### src/rtl/qpht_pkg.sv
// ----------------------------------------------------------------------------
// qpht_pkg: shared types and constants of the quadratic probe hash table
// Operation and status codes, field widths and the command and status
// structs that join the controller and the datapath.
// ----------------------------------------------------------------------------
package qpht_pkg;

	// Fixed field widths.
	localparam int KEY_W  = 31;
	localparam int PAY_W  = 32;
	localparam int SIZE_W = 7;
	localparam int SLOT_W = 6;

	// Table size register after reset.
	localparam logic [SIZE_W-1:0] SIZE_RESET = 7'd64;

	// The home slot divider retires two key bits per step.
	localparam int DIV_STEPS = 16;
	localparam int DIV_CNT_W = 4;

	typedef enum logic [1:0] {
		OP_INSERT = 2'd0,
		OP_FIND   = 2'd1,
		OP_DELETE = 2'd2,
		OP_CLEAR  = 2'd3
	} op_t;

	typedef enum logic [1:0] {
		ST_OK   = 2'd0,
		ST_MISS = 2'd1,
		ST_FULL = 2'd2
	} status_t;

	// Commands from the controller to the datapath.
	typedef struct packed {
		logic    latch;
		logic    div_step;
		logic    probe_init;
		logic    probe_adv;
		logic    mem_rd;
		logic    wr_clear;
		logic    wr_insert;
		logic    wr_delete;
		logic    res_load;
		status_t res_status;
		logic    res_slot;
		logic    res_pay;
	} cmd_t;

	// Status from the datapath to the controller.
	typedef struct packed {
		logic div_last;
		logic sweep_last;
		logic probe_last;
		logic rd_occ;
		logic rd_del;
		logic key_hit;
	} stat_t;

endpackage

### src/rtl/qpht_dp.sv
// ----------------------------------------------------------------------------
// qpht_dp: datapath of the quadratic probe hash table
// Holds the size register, the home slot divider, the probe sequence,
// the slot memory and the result register.
// ----------------------------------------------------------------------------
module qpht_dp #(
	parameter int TABLE_DEPTH = 64,
	parameter int MAX_PROBES  = 64
) (
	input  logic                                clk,
	input  logic                                arst_n,
	input  logic                                cfg_we,
	input  logic [qpht_pkg::SIZE_W-1:0]         cfg_wdata,
	input  logic [qpht_pkg::KEY_W-1:0]          key,
	input  logic [qpht_pkg::PAY_W-1:0]          payload_in,
	input  qpht_pkg::cmd_t                      cmd,
	output qpht_pkg::stat_t                     stat,
	output logic [1:0]                          status,
	output logic [qpht_pkg::SLOT_W-1:0]         slot,
	output logic [qpht_pkg::PAY_W-1:0]          payload_out
);

	localparam int AW = $clog2(TABLE_DEPTH);
	localparam int IW = $clog2(MAX_PROBES + 1);
	localparam int SW = qpht_pkg::SIZE_W;
	localparam int KW = qpht_pkg::KEY_W;
	localparam int PW = qpht_pkg::PAY_W;
	localparam int CW = qpht_pkg::DIV_CNT_W;

	typedef struct packed {
		logic [KW-1:0] key;
		logic [PW-1:0] pay;
		logic          occ;
		logic          del;
	} entry_t;

	logic [SW-1:0] size_cfg_q;
	logic [SW-1:0] size_eff;
	logic [SW-1:0] size_q;
	logic [SW-1:0] dvsr_q;
	logic [KW-1:0] key_q;
	logic [PW-1:0] pay_q;
	logic [KW:0]   key_sh_q;
	logic [SW-1:0] rem_q;
	logic [SW:0]   r1;
	logic [SW:0]   r2;
	logic [CW-1:0] div_cnt_q;
	logic [SW-1:0] p_q;
	logic [SW-1:0] inc_q;
	logic [SW:0]   psum;
	logic [SW:0]   isum;
	logic [IW-1:0] i_q;
	logic [AW-1:0] sw_q;
	logic          sweep_last;
	logic [AW-1:0] wr_addr;
	logic          mem_we;
	entry_t        wr_word;
	entry_t        mem [TABLE_DEPTH];
	entry_t        rd_q;

	qpht_pkg::status_t             out_status_q;
	logic [qpht_pkg::SLOT_W-1:0]   out_slot_q;
	logic [PW-1:0]                 out_pay_q;

	// Clamp the configured size to at least 2 and at most the slots that exist.
	always_comb begin
		size_eff = size_cfg_q;
		if (size_cfg_q < SW'(2)) begin
			size_eff = SW'(2);
		end else if (32'(size_cfg_q) > TABLE_DEPTH) begin
			size_eff = SW'(TABLE_DEPTH);
		end
	end

	// Size register and clearing sweep pointer.
	always_ff @(posedge clk or negedge arst_n) begin
		if (!arst_n) begin
			size_cfg_q <= qpht_pkg::SIZE_RESET;
			sw_q       <= '0;
		end else begin
			if (cfg_we) begin
				size_cfg_q <= cfg_wdata;
			end
			if (cmd.latch) begin
				sw_q <= '0;
			end else if (cmd.wr_clear) begin
				sw_q <= sweep_last ? '0 : sw_q + AW'(1);
			end
		end
	end

	assign sweep_last = (sw_q == AW'(TABLE_DEPTH - 1));

	// Two restoring remainder steps per cycle: key mod (size - 1).
	always_comb begin
		r1 = {rem_q, key_sh_q[KW]};
		if (r1 >= {1'b0, dvsr_q}) begin
			r1 = r1 - {1'b0, dvsr_q};
		end
		r2 = {r1[SW-1:0], key_sh_q[KW-1]};
		if (r2 >= {1'b0, dvsr_q}) begin
			r2 = r2 - {1'b0, dvsr_q};
		end
	end

	// Next probe: p += 2i+1 and the step grows by two, both mod size.
	always_comb begin
		psum = {1'b0, p_q} + {1'b0, inc_q};
		if (psum >= {1'b0, size_q}) begin
			psum = psum - {1'b0, size_q};
		end
		isum = {1'b0, inc_q} + (SW + 1)'(2);
		if (isum >= {1'b0, size_q}) begin
			isum = isum - {1'b0, size_q};
		end
	end

	// Operand capture, divider and probe sequence registers.
	always_ff @(posedge clk) begin
		if (cmd.latch) begin
			key_q     <= key;
			pay_q     <= payload_in;
			key_sh_q  <= {1'b0, key};
			rem_q     <= '0;
			div_cnt_q <= '0;
			size_q    <= size_eff;
			dvsr_q    <= size_eff - SW'(1);
		end else if (cmd.div_step) begin
			key_sh_q  <= {key_sh_q[KW-2:0], 2'b00};
			rem_q     <= r2[SW-1:0];
			div_cnt_q <= div_cnt_q + CW'(1);
		end
		if (cmd.probe_init) begin
			p_q   <= rem_q;
			inc_q <= SW'(1);
			i_q   <= '0;
		end else if (cmd.probe_adv) begin
			p_q   <= psum[SW-1:0];
			inc_q <= isum[SW-1:0];
			i_q   <= i_q + IW'(1);
		end
	end

	// Slot memory write selection.
	always_comb begin
		mem_we  = cmd.wr_clear | cmd.wr_insert | cmd.wr_delete;
		wr_addr = cmd.wr_clear ? sw_q : AW'(p_q);
		wr_word = '0;
		priority if (cmd.wr_insert) begin
			wr_word = '{key: key_q, pay: pay_q, occ: 1'b1, del: 1'b0};
		end else if (cmd.wr_delete) begin
			wr_word = '{key: rd_q.key, pay: rd_q.pay, occ: 1'b1, del: 1'b1};
		end else begin
			wr_word = '0;
		end
	end

	// Slot memory: one write port, one registered read port.
	always_ff @(posedge clk) begin
		if (mem_we) begin
			mem[wr_addr] <= wr_word;
		end
		if (cmd.mem_rd) begin
			rd_q <= mem[AW'(p_q)];
		end
	end

	// Result register.
	always_ff @(posedge clk) begin
		if (cmd.res_load) begin
			out_status_q <= cmd.res_status;
			out_slot_q   <= cmd.res_slot ? p_q[qpht_pkg::SLOT_W-1:0] : '0;
			out_pay_q    <= cmd.res_pay ? rd_q.pay : '0;
		end
	end

	assign status      = out_status_q;
	assign slot        = out_slot_q;
	assign payload_out = out_pay_q;

	// Status back to the controller.
	assign stat.div_last   = (div_cnt_q == CW'(qpht_pkg::DIV_STEPS - 1));
	assign stat.sweep_last = sweep_last;
	assign stat.probe_last = (i_q == IW'(MAX_PROBES - 1));
	assign stat.rd_occ     = rd_q.occ;
	assign stat.rd_del     = rd_q.del;
	assign stat.key_hit    = (rd_q.key == key_q);

endmodule

### src/rtl/qpht_ctrl.sv
// ----------------------------------------------------------------------------
// qpht_ctrl: controller of the quadratic probe hash table
// Sequences the clearing sweep, the home slot division and the probe
// loop, and owns the input and output handshakes.
// ----------------------------------------------------------------------------
module qpht_ctrl (
	input  logic              clk,
	input  logic              arst_n,
	input  logic              in_valid,
	output logic              in_ready,
	input  logic [1:0]        op,
	output logic              out_valid,
	input  logic              out_ready,
	input  qpht_pkg::stat_t   stat,
	output qpht_pkg::cmd_t    cmd
);

	typedef enum logic [2:0] {
		S_INIT,
		S_IDLE,
		S_CLR,
		S_CLR_END,
		S_DIV,
		S_HOME,
		S_RD,
		S_CHK
	} state_t;

	state_t           state_q;
	qpht_pkg::op_t    op_q;
	logic             out_valid_q;
	logic             out_free;
	logic             fin;
	logic             adv;
	logic             fin_ins;
	logic             fin_del;
	logic             fin_slot;
	logic             fin_pay;
	qpht_pkg::status_t fin_status;

	assign out_free  = !out_valid_q || out_ready;
	assign in_ready  = (state_q == S_IDLE);
	assign out_valid = out_valid_q;

	// Outcome of the probe whose slot word has just been read.
	always_comb begin
		fin        = 1'b0;
		adv        = 1'b0;
		fin_ins    = 1'b0;
		fin_del    = 1'b0;
		fin_slot   = 1'b0;
		fin_pay    = 1'b0;
		fin_status = qpht_pkg::ST_MISS;
		if (op_q == qpht_pkg::OP_INSERT) begin
			priority if (!stat.rd_occ) begin
				fin        = 1'b1;
				fin_ins    = 1'b1;
				fin_slot   = 1'b1;
				fin_status = qpht_pkg::ST_OK;
			end else if (stat.probe_last) begin
				fin        = 1'b1;
				fin_status = qpht_pkg::ST_FULL;
			end else begin
				adv = 1'b1;
			end
		end else begin
			priority if (!stat.rd_occ) begin
				fin = 1'b1;
			end else if (stat.key_hit) begin
				fin = 1'b1;
				if (op_q == qpht_pkg::OP_DELETE) begin
					fin_del    = 1'b1;
					fin_slot   = 1'b1;
					fin_status = qpht_pkg::ST_OK;
				end else if (!stat.rd_del) begin
					fin_slot   = 1'b1;
					fin_pay    = 1'b1;
					fin_status = qpht_pkg::ST_OK;
				end
			end else if (stat.probe_last) begin
				fin = 1'b1;
			end else begin
				adv = 1'b1;
			end
		end
	end

	// Command decode.
	always_comb begin
		cmd            = '0;
		cmd.res_status = qpht_pkg::ST_OK;
		unique case (state_q)
			S_INIT: begin
				cmd.wr_clear = 1'b1;
			end
			S_IDLE: begin
				cmd.latch = in_valid;
			end
			S_CLR: begin
				cmd.wr_clear = 1'b1;
			end
			S_CLR_END: begin
				cmd.res_load = out_free;
			end
			S_DIV: begin
				cmd.div_step = 1'b1;
			end
			S_HOME: begin
				cmd.probe_init = 1'b1;
			end
			S_RD: begin
				cmd.mem_rd = 1'b1;
			end
			S_CHK: begin
				cmd.probe_adv = adv;
				if (fin && out_free) begin
					cmd.res_load   = 1'b1;
					cmd.res_status = fin_status;
					cmd.res_slot   = fin_slot;
					cmd.res_pay    = fin_pay;
					cmd.wr_insert  = fin_ins;
					cmd.wr_delete  = fin_del;
				end
			end
			default: begin
				cmd = '0;
			end
		endcase
	end

	// State and registered outputs.
	always_ff @(posedge clk or negedge arst_n) begin
		if (!arst_n) begin
			state_q     <= S_INIT;
			op_q        <= qpht_pkg::OP_INSERT;
			out_valid_q <= 1'b0;
		end else begin
			if (cmd.res_load) begin
				out_valid_q <= 1'b1;
			end else if (out_ready) begin
				out_valid_q <= 1'b0;
			end
			unique case (state_q)
				S_INIT: begin
					if (stat.sweep_last) begin
						state_q <= S_IDLE;
					end
				end
				S_IDLE: begin
					if (in_valid) begin
						op_q    <= qpht_pkg::op_t'(op);
						state_q <= (op == qpht_pkg::OP_CLEAR) ? S_CLR : S_DIV;
					end
				end
				S_CLR: begin
					if (stat.sweep_last) begin
						state_q <= S_CLR_END;
					end
				end
				S_CLR_END: begin
					if (out_free) begin
						state_q <= S_IDLE;
					end
				end
				S_DIV: begin
					if (stat.div_last) begin
						state_q <= S_HOME;
					end
				end
				S_HOME: begin
					state_q <= S_RD;
				end
				S_RD: begin
					state_q <= S_CHK;
				end
				S_CHK: begin
					if (adv) begin
						state_q <= S_RD;
					end else if (fin && out_free) begin
						state_q <= S_IDLE;
					end
				end
				default: begin
					state_q <= S_INIT;
				end
			endcase
		end
	end

	// A result is loaded only into a free output register.
	a_load_free: assert property (@(posedge clk) disable iff (!arst_n)
		cmd.res_load |-> (!out_valid_q || out_ready))
		else $error("result loaded while output word still waiting");

	// At most one memory write source at a time.
	a_one_write: assert property (@(posedge clk) disable iff (!arst_n)
		$onehot0({cmd.wr_clear, cmd.wr_insert, cmd.wr_delete}))
		else $error("conflicting slot memory writes");

	// Table full is only reported for an insert.
	a_full_insert: assert property (@(posedge clk) disable iff (!arst_n)
		(cmd.res_load && cmd.res_status == qpht_pkg::ST_FULL)
		|-> (op_q == qpht_pkg::OP_INSERT))
		else $error("table full reported for a non-insert operation");

	// One operation at a time.
	a_accept_busy: assert property (@(posedge clk) disable iff (!arst_n)
		(in_valid && in_ready) |=> !in_ready)
		else $error("second word accepted while an operation runs");

	// A loaded result is presented on the next cycle.
	a_valid_after_load: assert property (@(posedge clk) disable iff (!arst_n)
		cmd.res_load |=> out_valid_q)
		else $error("loaded result not presented");

endmodule

### src/rtl/quadratic_probe_hash_table.sv
// ----------------------------------------------------------------------------
// quadratic_probe_hash_table: open-addressed key/payload table
// Insert, find, delete-mark and clear with quadratic probing from the
// home slot key mod (size - 1).
// ----------------------------------------------------------------------------
//
// Channel   Signals                          Direction  Word
// in        in_valid/in_ready                sink       op, key, payload_in
// out       out_valid/out_ready              source     status, slot, payload_out
// cfg       cfg_we                           sink       cfg_wdata (table size)
//
// Insert, find and delete run the home slot divider at two key bits per step,
// then a home step, then a read and a check step for each slot probed. Clear
// writes one memory row per cycle. After reset a clearing pass runs before
// the first word is accepted. A new word is accepted while a result waits;
// an operation stalls at its end until that result has been taken.
//
module quadratic_probe_hash_table #(
	parameter int TABLE_DEPTH = 64,
	parameter int MAX_PROBES  = 64
) (
	input  logic                            clk,
	input  logic                            arst_n,
	input  logic                            cfg_we,
	input  logic [qpht_pkg::SIZE_W-1:0]     cfg_wdata,
	input  logic                            in_valid,
	output logic                            in_ready,
	input  logic [1:0]                      op,
	input  logic [qpht_pkg::KEY_W-1:0]      key,
	input  logic [qpht_pkg::PAY_W-1:0]      payload_in,
	output logic                            out_valid,
	input  logic                            out_ready,
	output logic [1:0]                      status,
	output logic [qpht_pkg::SLOT_W-1:0]     slot,
	output logic [qpht_pkg::PAY_W-1:0]      payload_out
);

	qpht_pkg::cmd_t  cmd;
	qpht_pkg::stat_t stat;

	// Sequencing and handshakes.
	qpht_ctrl u_ctrl (
		.clk       (clk),
		.arst_n    (arst_n),
		.in_valid  (in_valid),
		.in_ready  (in_ready),
		.op        (op),
		.out_valid (out_valid),
		.out_ready (out_ready),
		.stat      (stat),
		.cmd       (cmd)
	);

	// Arithmetic, slot memory and result register.
	qpht_dp #(
		.TABLE_DEPTH (TABLE_DEPTH),
		.MAX_PROBES  (MAX_PROBES)
	) u_dp (
		.clk         (clk),
		.arst_n      (arst_n),
		.cfg_we      (cfg_we),
		.cfg_wdata   (cfg_wdata),
		.key         (key),
		.payload_in  (payload_in),
		.cmd         (cmd),
		.stat        (stat),
		.status      (status),
		.slot        (slot),
		.payload_out (payload_out)
	);

endmodule

### config.mk
export PLATFORM = sky130hd
export DESIGN_NAME = quadratic_probe_hash_table
export DESIGN_NICKNAME = d
export VERILOG_FILES = /design/src/rtl/qpht_pkg.sv /design/src/rtl/qpht_dp.sv /design/src/rtl/qpht_ctrl.sv /design/src/rtl/quadratic_probe_hash_table.sv
export SDC_FILE = /design/constraint.sdc
export NUM_CORES = 2
export LEC_CHECK = 0
export BUFFER_PORTS_ARGS = -buffer_cell sky130_fd_sc_hd__buf_2
export CORE_ASPECT_RATIO = 1.1
export CORE_UTILIZATION = 30
export CTS_BUF_LIST = sky130_fd_sc_hd__clkbuf_2 sky130_fd_sc_hd__clkbuf_4 sky130_fd_sc_hd__clkbuf_8
export DETAILED_ROUTE_END_ITERATION = 7
export SYNTH_ARGS = -nofsm -noshare
export SYNTH_HDL_FRONTEND = slang
export SYNTH_MEMORY_MAX_BITS = 65536
export SYNTH_SLANG_ARGS = --single-unit
### constraint.sdc
create_clock -name clk -period 10.5 [get_ports clk]
set_clock_uncertainty 0.1 [all_clocks]
set_input_delay 2.1 -clock clk [delete_from_list [all_inputs] [get_ports clk]]
set_output_delay 2.1 -clock clk [all_outputs]
set_load 0.005 [all_outputs]
After elaboration in Yosys (flattened, before gate mapping)
Memories as Yosys holds them, arrays and structs flattened. A register that Yosys moved wholly into a read port is not among the register bits.
Cells that the tools add are included.

word-level totals
  register bits = 200
  memory bits (writable) = 4160
  output and inout port bits = 42
  memories kept = 1

memories
  name      depth  width  rd ports  clocked after Yosys merged registers in  wr ports  RTL line       text
  u_dp.mem  64     65     1         1                                        1         qpht_dp.sv:58  entry_t mem [TABLE_DEPTH];

operators by class
  add/sub/neg operators = 10
  order comparisons = 6
  eq/ne operators = 19
  mux-type cells = 71
  bitwise operators = 2
  reductions and logical operators = 13

operators with widths
  kind                                                         count
  two-way mux 65 bit                                           2
  two-way mux 7 bit                                            9
  two-way mux 31 bit                                           2
  two-way mux 1 bit                                            36
  greater-or-equal comparator 8 x 7 -> 1 bit                   4
  == test 31 bit                                               1
  subtractor 7 bit                                             4
  two-way mux 3 bit                                            8
  two-way mux 6 bit                                            4
  one-hot mux 3 bit (8 select lines)                           1
  two-way mux 2 bit                                            8
  == test 3 bit (second input constant)                        4
  adder 7 x 2 -> 8 bit (second input constant)                 1
  adder 7 x 7 -> 8 bit                                         1
  nonzero test 2 bit                                           4
  adder 7 x 1 -> 7 bit (second input constant)                 1
  == test 7 x 6 -> 1 bit (second input constant)               1
  greater-than comparator 7 bit (second input constant)        1
  less-than comparator 7 x 2 -> 1 bit (second input constant)  1
  subtractor 7 x 1 -> 7 bit (second input constant)            1
  adder 6 x 1 -> 6 bit (second input constant)                 1
  == test 3 x 2 -> 1 bit (second input constant)               2
  == test 6 bit (second input constant)                        1
  inequality test 2 x 1 -> 1 bit (second input constant)       3
  16 further kinds                                             20

Longest topological paths before layout
  depth after elaboration = 12
  mapped depth = 17

By module
Synthesis repeated with hierarchy kept, for this count alone.

unflattened totals
  cells, all modules = 7248
  area total of the unflattened synthesis = 169948.0 µm²

modules (own cells, without submodules)
  module     instances  cells an instance  area each (µm²)  sequential area each (µm²)
  qpht_dp    1          7191               169476.3         132373.2
  qpht_ctrl  1          57                 471.7            150.1

Worst setup path before layout
OpenSTA, ideal clock, no wires.

  kind = input to register
  start point = in out_ready
  end point = mem u_dp.mem[14][0] (netlist bit), enable pin
  setup time = 0.568 ns
  arrival time = 8.675 ns
  data required time = 9.832 ns
  setup slack = 1.157 ns
  stages on the path = 7
  path through = nor2b_1 -> or3_1 -> clkbuf_1 -> a21oi_2 -> a22oi_2 -> buf_2 -> nor3_1

between the ends
  word-level cells in the longest chain between the ends = 8

RTL lines
  what                                         RTL line                          text
  start, declared                              quadratic_probe_hash_table.sv:32  input logic out_ready,
  logical OR 1 bit (*)                         qpht_ctrl.sv:41                   assign out_free = !out_valid_q || out_ready;
  logical AND 1 bit (*)                        qpht_ctrl.sv:116                  if (fin && out_free) begin
  two-way mux 7 bit (*)                        qpht_ctrl.sv:116
  two-way mux 2 bit (*)                        qpht_ctrl.sv:92                   unique case (state_q)
  bitwise OR 1 bit                             qpht_dp.sv:146                    mem_we = cmd.wr_clear | cmd.wr_insert | cmd.wr_delete;
  bitwise OR 1 bit (*)                         qpht_dp.sv:146
  two-way mux 1 bit (*)                        qpht_dp.sv:160                    if (mem_we) begin
  two-way mux 1 bit (implied by the code) (*)  qpht_dp.sv:161                    mem[wr_addr] <= wr_word;
  end, declared                                qpht_dp.sv:58

Every way passes the cells marked *; elsewhere a longest branch is shown, timed or not.

Final worst setup path
  start point = reg u_dp.key_q[12]
  end point = mem u_dp.mem[59][28] (netlist bit), enable pin

between the ends
  word-level cells in the longest chain between the ends = 11

RTL lines
  what                                         RTL line          text
  start, declared                              qpht_dp.sv:41     logic [KW-1:0] key_q;
  start signal, assigned                       qpht_dp.sv:121    key_q <= key;
  == test 31 bit (*)                           qpht_dp.sv:187    assign stat.key_hit = (rd_q.key == key_q);
  two-way mux 1 bit                            qpht_ctrl.sv:69   end else if (stat.key_hit) begin
  two-way mux 1 bit                            qpht_ctrl.sv:67   priority if (!stat.rd_occ) begin
  two-way mux 1 bit                            qpht_ctrl.sv:54   if (op_q == qpht_pkg::OP_INSERT) begin
  logical AND 1 bit                            qpht_ctrl.sv:116
  two-way mux 7 bit (*)                        qpht_ctrl.sv:116
  two-way mux 2 bit (*)                        qpht_ctrl.sv:92
  bitwise OR 1 bit                             qpht_dp.sv:146
  bitwise OR 1 bit (*)                         qpht_dp.sv:146
  two-way mux 1 bit (*)                        qpht_dp.sv:160
  two-way mux 1 bit (implied by the code) (*)  qpht_dp.sv:161

Marked as above.

==> qor.yml <==
synth_top_area_share_pct: 77.5
placed_cell_area_sq_um: 181000
postCtsSetupBuffers: 0
final_common_cell: "edfxtp_1"
clockBufferDepth: 4
worstPathArrival_ns: 7.58
detail-route-antenna-nets: 0
num_io_pins: 119
grt_remaining_overflow: 0
cpPeakStageDelay_ns: 0.87
syn_nets: 6958
fillers: 51300
drt_pass1_iterations: 6
core_sq_um: 563000
drive_above_1_share_pct: 36.0
routabilityCongestion: 0.776
antenna_found_initial: 50
tightestPinTransition_ns: 1.43
cts_hold_buf: 0
cts_tree: "done"
vias: 79600
synthTopCellsByArea: "edfxtp_1, mux4_2, clkbuf_1"
placedCellCount: 14300
finalSetupViolCount: 0
final_cell_count_no_fill: 15500
powerDensity_nw_per_um2: 247
synthFlopType: "edfxtp_1"
critPathCaptureType: "flip-flop"
cts_max_level: 6
worstPathRequired_ns: 11.23
final_area_sq_um: 193000
detail_route.wl_per_cell_microns: 30.0
grt_util_all_layers_pct: 15.9
hp-start: "u_dp.i_q[6]"
crit_path_start_kind: "flip-flop"
synth_edf_count: 4380
switching_share_pct: 30.5
avgSynthCellArea_sq_um: 24.8
path_common_cell: "buf_4"
fin_crit_ns: 6.85
whs_ns: 0.371
ff2ff_path_depth: 11
hpwl_microns: 253000
dieArea_sq_um: 568000
max_cap_viol_count: 0
rsz0062_at_grt: "false"
postSynth.asyncResetShare_pct: 0.429
initial_core_util_pct: 30.1
maxSlewHeadroom_pct: 4.55
worstHoldEndpoint: "u_dp.i_q[6]"
ys_ff_latch: 4425
critical_path.top_delay_family: "simple AND/OR/NAND/NOR gates"
comb_power_share_pct: 28.1
syn_inst: 6836
status: "finished clean"
cts_buffers: 648
grt_max_degree: 143
peakVddDrop_v: 0.000330
clockPowerShare_pct: 28.9
tns_ns: 0
max_freq_mhz: 146
yosysWarningCount: 0
r2r-end: "u_dp.mem[59][28]"
cellInternalPower_uw: 33200
num_rows: 289
slowest_stage: "or4_1"
critPathKind: "reg -> reg"
grt_pass1_wl_microns: 645000
synth_cell_types: 60
layout_common_cells: "edfxtp_1, mux4_2, clkbuf_8"
ys_seq_area_share_pct: 78.1
path_cells: "xor2_1 > nor4_1 > nand4_1 > or4_1 > a21oi_4 > buf_4 > a22oi_2 > buf_4 > nor3_2 > buf_4 > buf_4"
area_growth_pct: 14.1
path_buf_inv: 4
totalWireLength_microns: 465000
fin_nets: 7645
hold_viol: 0
cts_resized: 0
die_x_microns: 719
timing.final.ws_setup_ns: 3.65
clock_latency_ns: 1.25
r2r_slack_ns: 3.65
io_buffers: 118
min_path_type: "reg -> reg"
synth_largest_area_cell: "edfxtp_1"
p_leak_uw: 0.0619
dp_slack_ns: 3.65
p_sw_uw: 14600
hold_depth: 2
cts-root-buf: "clkbuf_8"
cts.clk_slew.worst_paths_ns: 0.06
vias_per_cell: 5.14
drv_slew: 0
grt_pass1_vias: 82700
sequentialPowerShare_pct: 43.0
path_max_fanout: 65
syn_area_sq_um: 170000
clock_sinks: 4425
r2r-start: "u_dp.key_q[12]"
period_share_pct: 65.2
drc: 0
drt_iter0_markers: 8644
die_y_microns: 791
==> worst register-to-register path: stages (launching register included) <==
cell and delay [ns]:
edfxtp_1 0.42, xor2_1 0.20, nor4_1 0.80, nand4_1 0.67, or4_1 0.88, a21oi_4 0.23, buf_4 0.54, a22oi_2 0.47
buf_4 0.40, nor3_2 0.21, buf_4 0.61, buf_4 0.87
==> cell type report <==
cell class / count / area, sq um / share of cell area [%]
Inverter: 46 / 173 / 0.0892
Clock buffer: 854 / 10600 / 5.46
Timing Repair Buffer: 380 / 2770 / 1.43
Multi-Input combinational cell: 2022 / 35900 / 18.6
Antenna cell: 15 / 37.5 / 0.0194
Tap cell: 7420 / 9280 / 4.80
Sequential cell: 4425 / 133000 / 68.5
Clock inverter: 311 / 2200 / 1.14
==> sequential cells by signal, indices dropped and copies added (netlist names), 6 cells and up <==
signal / cells
u_dp.size_q: 7
u_dp.rd_q: 63
u_dp.key_q: 31
u_dp.i_q: 7
u_dp.p_q: 7
u_dp.payload_out: 32
u_dp.slot: 6
u_dp.pay_q: 32
u_dp.inc_q: 7
u_dp.dvsr_q: 7
u_dp.mem: 4160
u_dp.key_sh_q: 32
u_dp.rem_q: 7
u_dp.sw_q: 6
u_dp.size_cfg_q: 7
==> power by group through the flow <==
stage	clock network (uW)	registers, uW	logic [uW]
after floorplan	0	20800	8930
after global placement	0	20900	13500
after detailed placement	0	20900	13600
after CTS	14100	20500	13600
after global routing	14700	20600	14100
final	13800	20500	13400
==> cells in the mapped netlist, drive strengths merged, types with 2 or more instances <==
master	count
and3	6
fa	5
buf	148
nor4	7
o21a	6
edfxtp	4380
mux4	1365
a22o	66
clkbuf	195
a21oi	30
xnor2	18
o31ai	5
a21boi	4
dfxtp	26
o21ai	29
a21o	6
o311ai	5
nor3	42
nand3b	5
mux2i	28
nand3	16
xor2	40
or3	6
mux2	42
nor2b	10
nor3b	6
nand4	9
a211oi	7
nand2b	4
inv	46
a31oi	10
ha	40
nor2	79
nand2	61
or2	2
and2	41
a31o	2
dfrtp	18
o21bai	8
==> how the worst max path moves through the flow <==
stage / startpoint / to / slack [ns] / cells after the start
after floorplan: out_ready / u_dp.mem[14][0] / 1.16 / 7
after global placement: out_ready / u_dp.mem[59][14] / 3.66 / 10
after detailed placement: out_ready / u_dp.mem[59][13] / 3.65 / 10
after CTS: u_dp.key_q[12] / u_dp.mem[59][29] / 3.75 / 11
after global routing: u_dp.key_q[12] / u_dp.mem[59][26] / 3.66 / 11
final: u_dp.key_q[12] / u_dp.mem[59][28] / 3.65 / 11
==> through the flow <==
stage	util, %	total power, uW
floorplan	-	29700
global placement	32.1	34400
detailed placement	32.1	34500
CTS	34.4	48300
global route	34.4	49400
finish	34.4	47700
==> metal layers <==
| layer | part of all wire, % | routed length, microns | GRT usage (%) | vias to the layer above |
|---|---|---|---|---|
| met5 | 0.0017 | 8 | 0 | - |
| met3 | 7.5 | 34900 | 2.59 | 735 |
| met2 | 50 | 234000 | 27.3 | 3685 |
| met4 | 3.7 | 17300 | 5.80 | 2 |
| met1 | 38 | 178000 | 20.3 | 44000 |
| li1 | - | - | - | 31200 |
==> cell families (layout without fill, tap and decap cells) <==
family	Yosys count	in the layout	share of synthesized area (%)
other cells	0	15	0
xor+xnor	58	58	0.299
compound gates	186	186	0.817
flops	4425	4425	78.1
fa+ha+maj	45	45	0.354
buf+inv	389	1591	0.970
mux	1435	1435	18.6
simple gates	298	298	0.866
(Power assumes the default switching activity.)
